File: src/dmbmp_pkg.sv
// ---------------------------------------------------------------------------
// dmbmp_pkg: shared types and constants for the display mode picker
// Score encoding, configuration register indexes and refresh window checks.
// ---------------------------------------------------------------------------
`default_nettype none

package dmbmp_pkg;

  localparam int unsigned SCORE_W = 28;
  localparam int unsigned DIM_W   = 14;
  localparam int unsigned RATE_W  = 22;
  localparam int unsigned OIDX_W  = 6;

  typedef logic signed [SCORE_W-1:0] score_t;
  typedef logic [DIM_W-1:0]          dim_t;
  typedef logic [RATE_W-1:0]         rate_t;

  typedef enum logic [1:0] {
    CFG_TARGET_WIDTH   = 2'd0,
    CFG_TARGET_HEIGHT  = 2'd1,
    CFG_TARGET_REFRESH = 2'd2
  } cfg_idx_t;

  localparam score_t SCORE_NONE      = -28'sd1;
  localparam score_t SCORE_EXACT     = 28'sd100000000;
  localparam score_t SCORE_NEAR      = 28'sd95000000;
  localparam score_t SCORE_DBL_EXACT = 28'sd90000000;
  localparam score_t SCORE_DBL_NEAR  = 28'sd85000000;
  localparam score_t SCORE_PREF_AUTO = 28'sd83000000;
  localparam score_t SCORE_FAST_BASE = 28'sd80000000;
  localparam score_t SCORE_PREF_ONLY = 28'sd10000000;

  localparam rate_t  RATE_SAT   = 22'd2999999;
  localparam logic [7:0] WIN_TIGHT = 8'd10;
  localparam logic [7:0] WIN_LOOSE = 8'd100;

  // True when r lies within +-win of t; 25 bits keep the sums from wrapping.
  function automatic logic in_window(input logic [23:0] r, input logic [23:0] t,
                                     input logic [7:0] win);
    logic [24:0] r_hi;
    logic [24:0] t_hi;
    begin
      r_hi = {1'b0, r} + {17'd0, win};
      t_hi = {1'b0, t} + {17'd0, win};
      in_window = (r_hi >= {1'b0, t}) && ({1'b0, r} <= t_hi);
    end
  endfunction

endpackage

`default_nettype wire

File: src/display_mode_best_match_picker_unit.sv
// ---------------------------------------------------------------------------
// display_mode_best_match_picker_unit: best display mode selector
// Scores one mode descriptor per transfer and reports the best one at list end.
// ---------------------------------------------------------------------------
// A mode is registered on input, then scored and merged into the running best;
// a list's result is registered as its last mode leaves the input register.
// Throughput: one mode per cycle, set by scoring, unless a last mode stalls.
// A last mode waits in the input register only while a prior result is held.
// Reset (rst_n low, synchronous): targets to 0, best score -1, index and
// position to 0, both stages empty.
`default_nettype none

module display_mode_best_match_picker_unit
  import dmbmp_pkg::*;
#(
  parameter int unsigned MAX_MODES = 64
) (
  input  wire logic          clk,
  input  wire logic          rst_n,

  input  wire logic          cfg_valid,
  output logic               cfg_ready,
  input  wire logic [1:0]    cfg_index,
  input  wire logic [21:0]   cfg_data,

  input  wire logic          in_valid,
  output logic               in_ready,
  input  wire logic [13:0]   in_mode_width,
  input  wire logic [13:0]   in_mode_height,
  input  wire logic [21:0]   in_mode_refresh,
  input  wire logic          in_is_preferred,
  input  wire logic          in_is_interlaced,
  input  wire logic          in_last_mode,

  output logic               out_valid,
  input  wire logic          out_ready,
  output logic [5:0]         out_best_index,
  output logic               out_found,
  output logic signed [27:0] out_top_score
);

  localparam int unsigned IDX_W = (MAX_MODES > 1) ? $clog2(MAX_MODES) : 1;
  localparam int unsigned POS_W = $clog2(MAX_MODES + 1);

  // configuration
  dim_t  tgt_w_r, tgt_h_r;
  rate_t tgt_rf_r;

  assign cfg_ready = 1'b1;

  always_ff @(posedge clk) begin
    if (!rst_n) begin
      tgt_w_r  <= '0;
      tgt_h_r  <= '0;
      tgt_rf_r <= '0;
    end else if (cfg_valid) begin
      unique case (cfg_index)
        CFG_TARGET_WIDTH:   tgt_w_r  <= cfg_data[DIM_W-1:0];
        CFG_TARGET_HEIGHT:  tgt_h_r  <= cfg_data[DIM_W-1:0];
        CFG_TARGET_REFRESH: tgt_rf_r <= cfg_data;
        default: ;
      endcase
    end
  end

  // input register
  logic  s1_valid_r;
  dim_t  s1_w_r, s1_h_r;
  rate_t s1_rf_r;
  logic  s1_pref_r, s1_intl_r, s1_last_r;
  logic  advance;

  logic  out_valid_r;

  // a last mode needs a free result register; other modes always move on
  assign advance  = s1_valid_r && (!s1_last_r || !out_valid_r || out_ready);
  assign in_ready = !s1_valid_r || advance;

  always_ff @(posedge clk) begin
    if (!rst_n) begin
      s1_valid_r <= 1'b0;
    end else if (in_ready) begin
      s1_valid_r <= in_valid;
    end
  end

  always_ff @(posedge clk) begin
    if (in_valid && in_ready) begin
      s1_w_r    <= in_mode_width;
      s1_h_r    <= in_mode_height;
      s1_rf_r   <= in_mode_refresh;
      s1_pref_r <= in_is_preferred;
      s1_intl_r <= in_is_interlaced;
      s1_last_r <= in_last_mode;
    end
  end

  // scoring
  score_t      score;
  score_t      size_score;
  logic [23:0] rm_ext, tgt_ext, tgt_dbl;
  rate_t       rm_sat;

  always_comb begin
    rm_ext  = {2'b00, s1_rf_r};
    tgt_ext = {2'b00, tgt_rf_r};
    tgt_dbl = {1'b0, tgt_rf_r, 1'b0};
    rm_sat  = (s1_rf_r >= RATE_SAT) ? RATE_SAT : s1_rf_r;

    if (tgt_rf_r == '0) begin
      size_score = s1_pref_r ? SCORE_PREF_AUTO
                             : SCORE_FAST_BASE + score_t'({6'd0, rm_sat});
    end else if (in_window(rm_ext, tgt_ext, WIN_TIGHT)) begin
      size_score = SCORE_EXACT;
    end else if (in_window(rm_ext, tgt_ext, WIN_LOOSE)) begin
      size_score = SCORE_NEAR;
    end else if (in_window(rm_ext, tgt_dbl, WIN_TIGHT)) begin
      size_score = SCORE_DBL_EXACT;
    end else if (in_window(rm_ext, tgt_dbl, WIN_LOOSE)) begin
      size_score = SCORE_DBL_NEAR;
    end else begin
      size_score = SCORE_NONE;
    end

    if (s1_intl_r) begin
      score = SCORE_NONE;
    end else begin
      score = (s1_w_r == tgt_w_r && s1_h_r == tgt_h_r) ? size_score : SCORE_NONE;
      // preferred mode with nothing else going for it
      if (score == SCORE_NONE && s1_pref_r) begin
        score = SCORE_PREF_ONLY;
      end
    end
  end

  // running best
  score_t           top_score_r, top_score_nxt;
  logic [IDX_W-1:0] best_idx_r, best_idx_nxt;
  logic [POS_W-1:0] pos_r, pos_nxt;
  logic             in_range;

  always_comb begin
    in_range      = pos_r < POS_W'(MAX_MODES);
    top_score_nxt = top_score_r;
    best_idx_nxt  = best_idx_r;
    pos_nxt       = pos_r;
    if (in_range) begin
      if (score > top_score_r) begin
        top_score_nxt = score;
        best_idx_nxt  = pos_r[IDX_W-1:0];
      end
      pos_nxt = pos_r + POS_W'(1);
    end
  end

  always_ff @(posedge clk) begin
    if (!rst_n) begin
      top_score_r <= SCORE_NONE;
      best_idx_r  <= '0;
      pos_r       <= '0;
    end else if (advance) begin
      if (s1_last_r) begin
        // start a new list
        top_score_r <= SCORE_NONE;
        best_idx_r  <= '0;
        pos_r       <= '0;
      end else begin
        top_score_r <= top_score_nxt;
        best_idx_r  <= best_idx_nxt;
        pos_r       <= pos_nxt;
      end
    end
  end

  // result register
  logic [31:0] idx_wide;
  logic        hit;

  assign idx_wide = 32'(best_idx_nxt);
  assign hit      = !top_score_nxt[SCORE_W-1];

  always_ff @(posedge clk) begin
    if (!rst_n) begin
      out_valid_r <= 1'b0;
    end else if (advance && s1_last_r) begin
      out_valid_r <= 1'b1;
    end else if (out_ready) begin
      out_valid_r <= 1'b0;
    end
  end

  always_ff @(posedge clk) begin
    if (advance && s1_last_r) begin
      out_best_index <= hit ? idx_wide[OIDX_W-1:0] : '0;
      out_found      <= hit;
      out_top_score  <= hit ? top_score_nxt : SCORE_NONE;
    end
  end

  assign out_valid = out_valid_r;

endmodule

`default_nettype wire

File: config.mk
export PLATFORM = sky130hd
export DESIGN_NAME = display_mode_best_match_picker_unit
export DESIGN_NICKNAME = d
export VERILOG_FILES = /design/src/dmbmp_pkg.sv /design/src/display_mode_best_match_picker_unit.sv
export SDC_FILE = /design/constraint.sdc
export NUM_CORES = 1
export LEC_CHECK = 0
export BUFFER_PORTS_ARGS = -buffer_cell sky130_fd_sc_hd__buf_2
export CAP_MARGIN = 20
export CORE_MARGIN = 2
export CORE_UTILIZATION = 50
export DETAILED_ROUTE_END_ITERATION = 10
export PLACE_DENSITY_LB_ADDON = 0.3
export SKIP_CTS_REPAIR_TIMING = 1
export SYNTH_ARGS = -nofsm -noshare
export SYNTH_HDL_FRONTEND = slang
export SYNTH_SLANG_ARGS = --single-unit
export TNS_END_PERCENT = 10
File: constraint.sdc
create_clock -name clk -period 8.6 [get_ports clk]
set_input_delay 0.86 -clock clk [delete_from_list [all_inputs] [get_ports clk]]
set_output_delay 0.86 -clock clk [all_outputs]
set_load 0.01 [all_outputs]
# After elaboration in Yosys (flattened, before gate mapping)
# Index checks and enable logic that the tools add are counted.
# word_totals
input_bits,82
latch_bits,0
output_inout_bits,38
register_bits,181
n_memories,0
mem_bits_ro,0
wordCells,87
mem_bits_rw,0
# classes
shifts,0
div_mod_pow,0
addsub,8
eq_ne,5
n_mul,0
n_reduce_logical,24
n_mux,21
n_lt_le_gt_ge,11
n_bitwise,0
# ops
cell,n
$mux 28,13
$ge 25x22->1,2
$le 22x24->1,2
$add 22x4->23 const B,2
$add 22x7->23 const B,2
$ge 23x23->1,2
$le 22x23->1,2
$add 27x22->28 const A,1
$eq 14x14->1,2
$eq 28x1->1 const B,1
$gt 28x28->1,1
$add 23x4->24 const B,1
$add 23x7->24 const B,1
$ge 22x22->1 const B,1
$logic_not 22->1,1
$mux 22,1
$mux 6,3
$mux 7,2
$logic_and 1x1->1,9
$reduce_and 2->1,4
$add 7x1->7 const B,1
$lt 7x7->1 const B,1
$logic_not 1->1,4
$reduce_bool 2->1,2
other kinds (5),8

# Longest topological paths before layout
# Gate-level depths: netlist of the first run.
# logic_depth
ltp_word,17
ltp_mapped,33
depth_no_buf,29

# Least setup slack after synthesis of the first run
# No wires, ideal clock.
# synth_timing
path_type,flip-flop to flip-flop
from,register tgt_rf_r[6]
to,register out_found (data pin)
path_buffers,5
arrival_time_ps,6475
setup_slack_ps,1870
setup_ps,254
period_less_slack_ps,6730
required_time_ps,8346
stages_incl_launch_ff,31
path_cell_list,dfxtp_1 > clkbuf_1 > inv_1 > and3_1 > clkbuf_1 > nor3_1 > nand3_1 > xnor2_1 > ha_1 > and4_1 > a2111o_1 > o22ai_1 > o2111ai_1 > a32oi_4 > o311a_1 > o221ai_2 > nor3_4 > inv_2 > buf_6 > and2_1 > ha_1 > nand4_1 > nor4_1 > o2111ai_1 > a31o_2 > a21o_1 > o211ai_1 > clkbuf_1 > clkbuf_1 > nand2_1 > o21a_1
# synth_via
elab_chain_cells,17
word_cells_on_any_way,31
cone_classes,add/sub: 4; order compare: 9; eq/ne: 1; mux: 10; reduce/logical: 7
# synth_rtl
element,line_no,rtl
from (decl),display_mode_best_match_picker_unit.sv:47,rate_t tgt_rf_r;
from (signal assigned),display_mode_best_match_picker_unit.sv:60,CFG_TARGET_REFRESH: tgt_rf_r <= cfg_data;
$add 23x7->24,dmbmp_pkg.sv:44,"t_hi = {1'b0, t} + {17'd0, win};"
$le 22x24->1,dmbmp_pkg.sv:45,"in_window = (r_hi >= {1'b0, t}) && ({1'b0, r} <= t_hi);"
$logic_and 1x1->1,dmbmp_pkg.sv:45,
$mux 28,display_mode_best_match_picker_unit.sv:119,"end else if (in_window(rm_ext, tgt_dbl, WIN_LOOSE)) begin"
$mux 28,display_mode_best_match_picker_unit.sv:117,"end else if (in_window(rm_ext, tgt_dbl, WIN_TIGHT)) begin"
$mux 28,display_mode_best_match_picker_unit.sv:115,"end else if (in_window(rm_ext, tgt_ext, WIN_LOOSE)) begin"
$mux 28,display_mode_best_match_picker_unit.sv:113,"end else if (in_window(rm_ext, tgt_ext, WIN_TIGHT)) begin"
$mux 28 *,display_mode_best_match_picker_unit.sv:110,if (tgt_rf_r == '0) begin
[2 not listed],n/a,
$logic_and 1x1->1,display_mode_best_match_picker_unit.sv:130,if (score == SCORE_NONE && s1_pref_r) begin
$mux 28 *,display_mode_best_match_picker_unit.sv:130,
$mux 28 *,display_mode_best_match_picker_unit.sv:125,if (s1_intl_r) begin
$gt 28x28->1,display_mode_best_match_picker_unit.sv:148,if (score > top_score_r) begin
$mux 28 *,display_mode_best_match_picker_unit.sv:148,
$mux 28 *,display_mode_best_match_picker_unit.sv:147,if (in_range) begin
$logic_not 1->1 *,display_mode_best_match_picker_unit.sv:180,assign hit = !top_score_nxt[SCORE_W-1];
net hit,display_mode_best_match_picker_unit.sv:177,logic hit;
to (signal assigned),display_mode_best_match_picker_unit.sv:195,out_found <= hit;
to (decl),display_mode_best_match_picker_unit.sv:38,"output logic out_found,"
# Mark *: on every way through the listed nets, which the timed path passes. The rest lies on a longest branch.
# A chain may end at the register's enable or synchronous reset.

# Worst setup path after layout of the first run
# layout_timing
from,register tgt_rf_r[3]
to,register top_score_r[27]
# layout_via
elab_chain_cells,17
word_cells_on_any_way,31
cone_classes,add/sub: 4; order compare: 9; eq/ne: 1; mux: 11; reduce/logical: 6
# layout_rtl
element,line_no,rtl
$add 23x7->24,dmbmp_pkg.sv:44,
$le 22x24->1,dmbmp_pkg.sv:45,
$logic_and 1x1->1,dmbmp_pkg.sv:45,
$mux 28,display_mode_best_match_picker_unit.sv:119,
$mux 28,display_mode_best_match_picker_unit.sv:117,
$mux 28,display_mode_best_match_picker_unit.sv:115,
$mux 28,display_mode_best_match_picker_unit.sv:113,
$mux 28 *,display_mode_best_match_picker_unit.sv:110,
$mux 28 *,display_mode_best_match_picker_unit.sv:128,score = (s1_w_r == tgt_w_r && s1_h_r == tgt_h_r) ? size_score : SCORE_NONE;
$eq 28x1->1,display_mode_best_match_picker_unit.sv:130,
$logic_and 1x1->1,display_mode_best_match_picker_unit.sv:130,
$mux 28 *,display_mode_best_match_picker_unit.sv:130,
$mux 28 *,display_mode_best_match_picker_unit.sv:125,
$gt 28x28->1,display_mode_best_match_picker_unit.sv:148,
$mux 28 *,display_mode_best_match_picker_unit.sv:148,
$mux 28 *,display_mode_best_match_picker_unit.sv:147,
$mux 28 *,display_mode_best_match_picker_unit.sv:162,if (s1_last_r) begin
to (signal assigned),display_mode_best_match_picker_unit.sv:168,top_score_r <= top_score_nxt;
to (decl),display_mode_best_match_picker_unit.sv:137,"score_t top_score_r, top_score_nxt;"
# Every way passes the cells marked *; elsewhere a longest branch is shown, timed or not.

==> results of run 1 <==
registers in the layout (all words and copies together) (netlist names), 6 cells and up:
signal,flops
s1_rf_r,22
out_top_score,28
pos_r,7
best_idx_r,6
out_best_index,6
tgt_h_r,14
top_score_r,28
s1_w_r,14
tgt_w_r,14
tgt_rf_r,22
s1_h_r,14
kinds of logic (layout without fill, tap and decap cells):
logic type / Yosys count / after routing
compound gates: 427 / 427
flops: 181 / 181
fa+ha+maj: 211 / 211
buf+inv: 169 / 257
other cells: 1 / 1
mux: 1 / 1
simple gates: 567 / 567
xor+xnor: 144 / 144
final timing paths:
path              depth (start not counted)  slack (ns)                     start                      endpoint
setup reg to reg                         29        0.71  tgt_rf_r[3]$_SDFFE_PN0P_  top_score_r[27]$_SDFFE_PN1P_
hold reg to reg                           2        0.48  tgt_h_r[13]$_SDFFE_PN0P_      tgt_h_r[13]$_SDFFE_PN0P_
setup / recovery                         29        0.71  tgt_rf_r[3]$_SDFFE_PN0P_  top_score_r[27]$_SDFFE_PN1P_
hold / removal                            2        0.48  tgt_h_r[13]$_SDFFE_PN0P_      tgt_h_r[13]$_SDFFE_PN0P_
cells in the mapped netlist, types with 31 or more instances:
library cell / n / area share (%)
nand4_1: 50 / 2.1
nand3_1: 41 / 1.4
xnor2_1: 129 / 7.7
a21boi_0: 54 / 2.8
clkbuf_1: 50 / 1.3
nor2_1: 126 / 3.2
edfxtp_1: 88 / 18
o31ai_1: 32 / 1.6
nand2_1: 204 / 5.2
o21ai_0: 94 / 3.2
a21o_1: 31 / 1.6
nor3_1: 47 / 1.6
dfxtp_1: 93 / 13
a21oi_1: 88 / 3.0
ha_1: 211 / 18
inv_1: 79 / 2.0
per-stage QoR:
step	hold slack [ns]	area (um2)	power, W	setup slack, ns	utilization, %
floorplan	0.456	14700	0.00147	1.87	-
global placement	0.467	15500	0.00163	0.514	53.9
detailed placement	0.474	15500	0.00165	0.489	53.9
CTS	0.483	16100	0.00246	0.350	55.9
global route	0.510	16200	0.00258	0.0578	56.0
finish	0.480	16200	0.00246	0.710	56.0
cell type report:
type / count / area, um2
sequential: 181 / 4500
tap: 384 / 480
timing repair buffer: 141 / 768
multi-input combinational: 1351 / 9510
inverter: 84 / 315
fill: 2662 / 12700
clock buffer: 21 / 493
clock inverter: 11 / 101
power groups by stage:
stage / Sequential, W / Combinational, W / Clock (W)
global route: 0.00102 / 0.000710 / 0.000850
detailed placement: 0.00104 / 0.000617 / 0
CTS: 0.00102 / 0.000623 / 0.000817
floorplan: 0.00102 / 0.000451 / 0
global placement: 0.00103 / 0.000601 / 0
finish: 0.00102 / 0.000633 / 0.000808
worst min-delay path: stages (launching register included):
cell and delay [ns]:
dfxtp_1 0.32, nand2_1 0.05, a21boi_0 0.06
metal layers:
| layer | track usage [%] | up-vias | part of all wire [%] |
|---|---|---|---|
| li1 | - | 6336 | - |
| met1 | 35.5 | 6235 | 42 |
| met2 | 47.5 | 525 | 48 |
| met3 | 3.55 | 102 | 6.2 |
| met4 | 11.6 | 0 | 3.9 |
| met5 | 0 | - | 0 |
==> results by group, run 1 <==
Status
  – Status: completed

Place
  – Number of port buffers: between 100 and 150
  – DP Wirelength: approximately 33 mm
  – Placed cell count: about 2.1k
  – GP Congestion: just under 1

Pwr
  – Sw frac: 33.2%
  – Switching Power: just over 0.0008 W
  – Comb power frac: between 20 and 30%
  – Clock power frac: roughly 33%
  – Int Pwr: approximately 0.0016 W
  – Max VDD drop: roughly 0.00017 V
  – Leak: between 6 and 7 nW
  – PD cells: 152 nW/um2
  – Power share of the sequential group: 41.4%

Clocking
  – H-tree Lvls: 4
  – Clock transition at the registers of the reported paths: 0.07 ns
  – Clock latency at the later pin of the worst-skew pair: approximately 0.45 ns
  – CTS tree: built
  – TritonCTS buffer count: 17
  – Clk buf depth: 2
  – Clock sink total: 181
  – CTS Root Cell: clkbuf_16

Layout
  – Most frequent cells in the layout: 211 x ha_1, 204 x nand2_1, 129 x xnor2_1
  – Layout cells sized above 1: between 10% and 20%
  – Commonest non-fill, non-tap cell in the layout: ha_1
  – Area Growth Syn to Fin: 10.0%
  – Layout Nets: roughly 2.1k
  – Number of diodes: 0
  – Final std cells w/o fill: between 2k and 2.5k

Floorplanning
  – # IOs: 120
  – Die Ht: 175 um
  – Die W: around 180 um
  – Die area: around 31000 um2
  – Area of the core: roughly 29000 um2
  – FP Rows: 62
  – Starting Density: 50.9%

Yosys
  – Yosys warnings: 0
  – Number of synthesized flops with an enable pin: 88
  – Register bit total from synthesis: ~180
  – Async SR Flop Fraction: 0%
  – Post-Synthesis Cell Area: between 10000 and 15000 um2
  – Synth Area in Compound Gates: approximately a fifth
  – Largest family of logic cells by synthesized area: compound AO/OA/AOI/OAI gates
  – Mapped Cells: about 1.7k
  – Synth Area in Adders: 18.0%
  – Area share of xor/xnor cells in the synthesized design: under 10%
  – Sequential fraction of the synthesis area: a little under a third
  – Yosys cell types: slightly above 80
  – Syn Nets: between 1.5k and 2k
  – Simple-Gate Fraction of Synth Area: 18.4%
  – Syn avg cell area: ~8.6 um2
  – Top FF cell, synth: dfxtp_1
  – Mux cell area share after synthesis: 0.0681%

Critical path
  – CP Max Fanout: 27
  – Kind of critical path: reg -> reg
  – Critical Path AT: 8.20 ns
  – Crit path required time: 8.91 ns
  – Crit path max-delay family: simple AND/OR/NAND/NOR gates
  – CP Launch Type: flip-flop
  – CP peak stage delay: between 0.6 and 0.7 ns
  – Setup crit end kind: flip-flop
  – Crit path buffers/inverters: 3
  – Slowest library cell on the worst path: dfxtp_1

Route
  – Drt pass-1 iters: 5
  – Vias per inst: between 6 and 7
  – DR DRC count: 0
  – Detail Route Antenna Nets: 0
  – Via count: 13.2k
  – Initial DRC Count: 1146
  – Final wirelength: ~43 mm
  – DR WL/cell: approximately 20 um

STA
  – Rel. slew slack: between 30% and 40%
  – # setup viols final: 0
  – RSZ-0062 raised after global routing: false
  – Setup Skew: about 0.018 ns
  – Post-layout minimum cycle time: 7.89 ns
  – Max-slew violations: 0
  – Fmax: between 100 and 150 MHz
  – Slew @ Worst Pin: about 1 ns
  – Final hold vios: 0
  – Share of the clock period used by the worst path: around 92%
  – Sum Neg Setup Slack: 0 ns

Global route
  – Largest net degree at the start of global routing: 63
  – First-pass GRT wire length: 67.9 mm
  – Number of global-route vias before repair: approximately 13k
  – Initial antenna violation count: 0
  – Overflow left after global routing: 0
  – GRT Total Usage: around 28%

Min path
  – Worst min path class: reg -> reg

Job
  – Max_cap viols: 0
Note: power is estimated with default switching activity, not from simulation.
==> run 2: changes to the inputs <==
BUFFER_PORTS_ARGS = -buffer_cell sky130_fd_sc_hd__buf_4   (was -buffer_cell sky130_fd_sc_hd__buf_2)
SKIP_LAST_GASP = 1   (was default)
==> run 2 against run 1 <==
- non-clock buffer count is 1 lower
- first-iteration DRC count is 12% lower
- worst hold slack worse by 0.0041 ns
- clock power is 5.8% higher
- critical path type unchanged
- highest routed layer unchanged
==> results by group, run 2 (synthesized netlist as in run 1, its figures left out) <==
Global route
  – GRT Total Usage: between 20% and 30%
  – Initial antenna violation count: 0
  – Overflow left after global routing: 0
  – Largest net degree at the start of global routing: 63
  – Number of global-route vias before repair: around 13k
  – First-pass GRT wire length: a little under 70 mm

Route
  – Detail Route Antenna Nets: 0
  – Initial DRC Count: between 1k and 1.5k
  – Via count: between 10k and 15k
  – Final wirelength: 43.0 mm
  – Vias per inst: 6.07
  – Drt pass-1 iters: 5
  – DR WL/cell: 19.8 um
  – DR DRC count: 0

Place
  – DP Area: approximately 16000 um2
  – Number of port buffers: about 120
  – GP Congestion: 0.981
  – DP Wirelength: between 30 and 40 mm

STA
  – Max-slew violations: 0
  – RSZ-0062 raised after global routing: false
  – Final hold vios: 0
  – # setup viols final: 0
  – Hold Slack: ~0.48 ns
  – Sum Neg Setup Slack: 0 ns
  – Share of the clock period used by the worst path: between 90 and 100%
  – Slew @ Worst Pin: between 1 and 1.5 ns
  – Fmax: between 100 and 150 MHz
  – Post-layout minimum cycle time: ~8.0 ns
  – Setup Skew: just under 0.02 ns
  – Rel. slew slack: 32.9%

Layout
  – Most frequent cells in the layout: 211 x ha_1, 204 x nand2_1, 140 x buf_4
  – Commonest non-fill, non-tap cell in the layout: ha_1
  – Fin util: between 50 and 60%
  – Largest registers: out_top_score: 28 flops, top_score_r: 28 flops
  – Area Growth Syn to Fin: 12.2%
  – Fin area: about 16000 um2
  – Layout cells sized above 1: 11.2%
  – Number of diodes: 0
  – Layout Nets: slightly above 2k

Critical path
  – CP Launch Type: flip-flop
  – Crit path required time: roughly 9 ns
  – Worst Setup EP: best_idx_r[0]$_SDFFE_PN0P_
  – R2R Path Start: s1_rf_r[7]$_DFFE_PP_
  – Register-to-Register Path Depth: 27
  – Critical Path AT: between 8 and 9 ns
  – Flop2flop setup slack: roughly 0.63 ns
  – Worst r2r dst: best_idx_r[0]$_SDFFE_PN0P_
  – Kind of critical path: reg -> reg
  – Setup crit end kind: flip-flop
  – CP startpoint: s1_rf_r[7]$_DFFE_PP_
  – CP Max Fanout: 14

Job
  – Max_cap viols: 0

Floorplanning
  – Area of the core: 28900 um2
  – # IOs: between 100 and 150
  – Starting Density: 50.9%
  – Die area: between 30000 and 40000 um2
  – Die Ht: 175 um
  – Die W: approximately 180 um
  – FP Rows: just over 60

Clocking
  – Clock latency at the later pin of the worst-skew pair: 0.45 ns
  – H-tree Lvls: 4
  – CTS Root Cell: clkbuf_16
  – CTS tree: built
  – Clk buf depth: 2
  – TritonCTS buffer count: 17
  – Clock sink total: around 180
  – Clock transition at the registers of the reported paths: roughly 0.080 ns

Min path
  – Worst Hold Path Cells: 2
  – Worst min path class: reg -> reg

Pwr
  – Max VDD drop: between 0.0001 and 0.00015 V
  – PD cells: between 150 and 200 nW/um2
  – Leak: between 6 and 7 nW

Status
  – Status: completed
run 2: cell types whose count changed in the layout (fill, tap and decap cells not counted), moves of 2 or more:
| cell | delta |
|---|---|
| bufinv_16 | +2 |
| clkinv_8 | +3 |
| buf_4 | +118 |
| buf_2 | -118 |
| clkbuf_16 | -2 |
| inv_6 | -2 |
run 2: per-stage QoR:
step / total power, W / cells / worst slack (ns)
4_1_cts: 0.00252 / 2172 / 0.472
3_5_place_dp: 0.00167 / 2140 / 0.625
2_1_floorplan: 0.00147 / 1701 / 1.87
5_1_grt: 0.00264 / 2172 / 0.0706
3_3_place_gp: 0.00165 / 2140 / 0.729
6_report: 0.00252 / 2172 / 0.633
run 2: metal layers:
layer / vias up / part of all wire [%] / GRT usage [%] / wire [um]
li1: 6336 / - / - / -
met1: 6267 / 43 / 36.4 / 18600
met2: 471 / 47 / 46.8 / 20200
met3: 109 / 5.9 / 4.31 / 2520
met4: 0 / 4.1 / 12.6 / 1780
met5: - / 0 / 0 / 0
run 2: cell type report:
type                       instances  area (um2)
fill                            2640       12400
multi-input combinational       1351        9500
sequential                       181        4500
timing repair buffer             140        1050
tap                              384         480
clock buffer                      17         425
inverter                          84         315
clock inverter                    15         206
run 2: critical path: stages, from the launching register on:
cell,delay [ns]
edfxtp_1,0.84
nand2_1,0.35
nor4_2,0.64
nand2_1,0.27
nor2_1,0.17
xor2_1,0.23
ha_1,0.29
nand4_1,0.16
nor4_1,0.09
o31ai_1,0.25
o2111ai_2,0.24
o2bb2ai_1,0.42
o311a_1,0.31
o221ai_2,0.15
nor3_4,0.35
inv_2,0.20
and2_1,0.22
ha_1,0.35
nand4_1,0.14
nor4_1,0.45
o2111ai_1,0.19
a31o_2,0.25
a21o_1,0.19
o211a_1,0.21
buf_4,0.21
o21ai_1,0.37
a22oi_1,0.19
nor2b_1,0.15
run 2: how the worst min path moves through the flow:
stage	startpoint	endpoint
detailed placement	tgt_w_r[9]$_SDFFE_PN0P_	tgt_w_r[9]$_SDFFE_PN0P_
global route	tgt_w_r[6]$_SDFFE_PN0P_	tgt_w_r[6]$_SDFFE_PN0P_
CTS	tgt_h_r[11]$_SDFFE_PN0P_	tgt_h_r[11]$_SDFFE_PN0P_
global placement	tgt_h_r[8]$_SDFFE_PN0P_	tgt_h_r[8]$_SDFFE_PN0P_
finish	tgt_h_r[11]$_SDFFE_PN0P_	tgt_h_r[11]$_SDFFE_PN0P_
floorplan	tgt_w_r[12]$_SDFFE_PN0P_	tgt_w_r[12]$_SDFFE_PN0P_
run 2: power breakdown:
part / internal (W) / switching (W)
Sequential: 0.000970 / 0.0000541
Combinational: 0.000261 / 0.000374
Clock: 0.000449 / 0.000407
==> run 3: changes to the inputs <==
clock period = 9.89 ns   (was 8.6 ns; I/O delays follow)
==> run 3 against run 2 <==
- clock skew rose by 0.0098 ns
- worst hold slack improved by 0.0028 ns
- largest cell class unchanged
- routed wire length fell by 0.31%
- sequential power shrank 12%
- critical endpoint is now top_score_r[4]$_SDFFE_PN1P_
- register-to-register slack better by 0.66 ns
- die area unchanged
- first-iteration DRC count grew 9.4%
- sequential cell count unchanged
- worst setup slack gained 0.66 ns
==> results by group, run 3 (synthesized netlist as in run 1, its figures left out) <==
Pwr
  – PD cells: 132 nW/um2
  – Max VDD drop: approximately 0.00012 V
  – Leak: roughly 6.3 nW

Critical path
  – CP Max Fanout: 54
  – CP peak stage delay: 0.69 ns
  – CP Launch Type: flip-flop
  – Setup crit end kind: flip-flop
  – Critical Path AT: around 8.9 ns
  – Kind of critical path: reg -> reg
  – Slowest library cell on the worst path: nor4_1
  – Crit path required time: between 10 and 15 ns

Route
  – Vias per inst: 6.06
  – Drt pass-1 iters: 6
  – DR DRC count: 0
  – Final wirelength: around 43 mm
  – Via count: 13.1k
  – DR WL/cell: 19.8 um
  – Initial DRC Count: 1097
  – Detail Route Antenna Nets: 0

Status
  – Status: completed

Layout
  – Number of diodes: 0
  – Largest registers: out_top_score: 28 flops, top_score_r: 28 flops
  – Layout Nets: slightly above 2k
  – Fillers: 2632
  – Layout cells sized above 1: between 10% and 20%
  – Most frequent cells in the layout: 211 x ha_1, 204 x nand2_1, 129 x xnor2_1, 129 x buf_4, 126 x nor2_1
  – Commonest non-fill, non-tap cell in the layout: ha_1
  – Fin area: 16400 um2
  – Final std cells w/o fill: 2161
  – Fin util: 56.8%
  – Area Growth Syn to Fin: 11.5%

Place
  – Number of port buffers: about 120
  – DP Wirelength: 33.5 mm
  – GP Congestion: between 0.9 and 1
  – Placed cell count: ~2.1k
  – DP Area: roughly 16000 um2
  – Dpl ws: between 1 and 1.5 ns

Clocking
  – TritonCTS buffer count: 17
  – Clk buf depth: 2
  – Clock latency at the later pin of the worst-skew pair: 0.45 ns
  – CTS tree: built
  – CTS Root Cell: clkbuf_16
  – H-tree Lvls: 4
  – Clock transition at the registers of the reported paths: around 0.070 ns
  – Clock sink total: about 180

STA
  – Sum Neg Setup Slack: 0 ns
  – Fmax: 116 MHz
  – # setup viols final: 0
  – Post-layout minimum cycle time: approximately 8.6 ns
  – Slew @ Worst Pin: approximately 1.1 ns
  – Rel. slew slack: 27.3%
  – Worst Slack Setup Final: between 1 and 1.5 ns
  – RSZ-0062 raised after global routing: false
  – Max-slew violations: 0
  – Setup Skew: a little under 0.03 ns
  – Share of the clock period used by the worst path: approximately 87%
  – Final hold vios: 0

Floorplanning
  – Starting Density: 50.9%
  – FP Rows: a little over 60
  – Die Ht: roughly 180 um
  – Die W: between 150 and 200 um
  – Area of the core: approximately 29000 um2
  – Die area: about 31000 um2
  – # IOs: between 100 and 150

Global route
  – Initial antenna violation count: 0
  – Largest net degree at the start of global routing: 63
  – Number of global-route vias before repair: ~13k
  – Overflow left after global routing: 0
  – GRT Total Usage: 27.7%
  – First-pass GRT wire length: ~68 mm

Min path
  – Worst min path class: reg -> reg

Job
  – Max_cap viols: 0
[run 3: cell count changes in the layout (fill, tap and decap cells not counted), sizes merged]
| cell | change |
|---|---|
| clkbuf | +3 |
| inv | -2 |
| buf | -11 |
| clkinv | +2 |
| clkinvlp | -2 |
| bufinv | -1 |
[run 3: area by class of cell]
class / instances / area (um2) / area share (%)
multi-input combinational: 1351 / 9490 / 57.9
sequential: 181 / 4500 / 27.5
timing repair buffer: 129 / 968 / 5.91
tap: 384 / 480 / 2.93
clock buffer: 20 / 478 / 2.92
inverter: 84 / 315 / 1.92
clock inverter: 12 / 151 / 0.924
[run 3: final timing paths]
path | to | slack [ns] | startpoint | cells after the start
setup / recovery | top_score_r[4]$_SDFFE_PN1P_ | 1.30 | tgt_rf_r[3]$_SDFFE_PN0P_ | 29
hold reg to reg | tgt_w_r[9]$_SDFFE_PN0P_ | 0.48 | tgt_w_r[9]$_SDFFE_PN0P_ | 2
hold / removal | tgt_w_r[9]$_SDFFE_PN0P_ | 0.48 | tgt_w_r[9]$_SDFFE_PN0P_ | 2
setup reg to reg | top_score_r[4]$_SDFFE_PN1P_ | 1.30 | tgt_rf_r[3]$_SDFFE_PN0P_ | 29
[run 3: critical path, delay by kind of cell, from the launching register on]
kind / cells / cell delay, ns
adders and majority gates: 3 / 0.90
xor gates and xnor gates: 1 / 0.16
and+or+nand+nor: 12 / 2.92
DFF: 1 / 0.64
buffers and inverters: 3 / 1.06
AOI/OAI and AO/OA: 10 / 2.71
[run 3: where the power goes]
group	total, W	internal [W]	switching [W]
Sequential	0.000894	0.000844	0.0000505
Clock	0.000719	0.000390	0.000329
Combinational	0.000551	0.000225	0.000327
Total	0.00217	0.00146	0.000707
[run 3: metal layers]
layer / up-vias / GRT usage, % / wire length (um) / part of all wire, %
met5: - / 0 / 0 / 0
met3: 91 / 3.61 / 2590 / 6.0
met4: 0 / 9.92 / 1410 / 3.3
met2: 495 / 47.0 / 20600 / 48
met1: 6221 / 36.4 / 18300 / 43
li1: 6291 / - / - / -
[run 3: through the flow]
| stage | hold slack [ns] | power (W) |
|---|---|---|
| after floorplan | 0.456 | 0.00128 |
| after global placement | 0.463 | 0.00144 |
| after detailed placement | 0.471 | 0.00145 |
| after CTS | 0.481 | 0.00217 |
| after global routing | 0.508 | 0.00227 |
| final | 0.479 | 0.00217 |
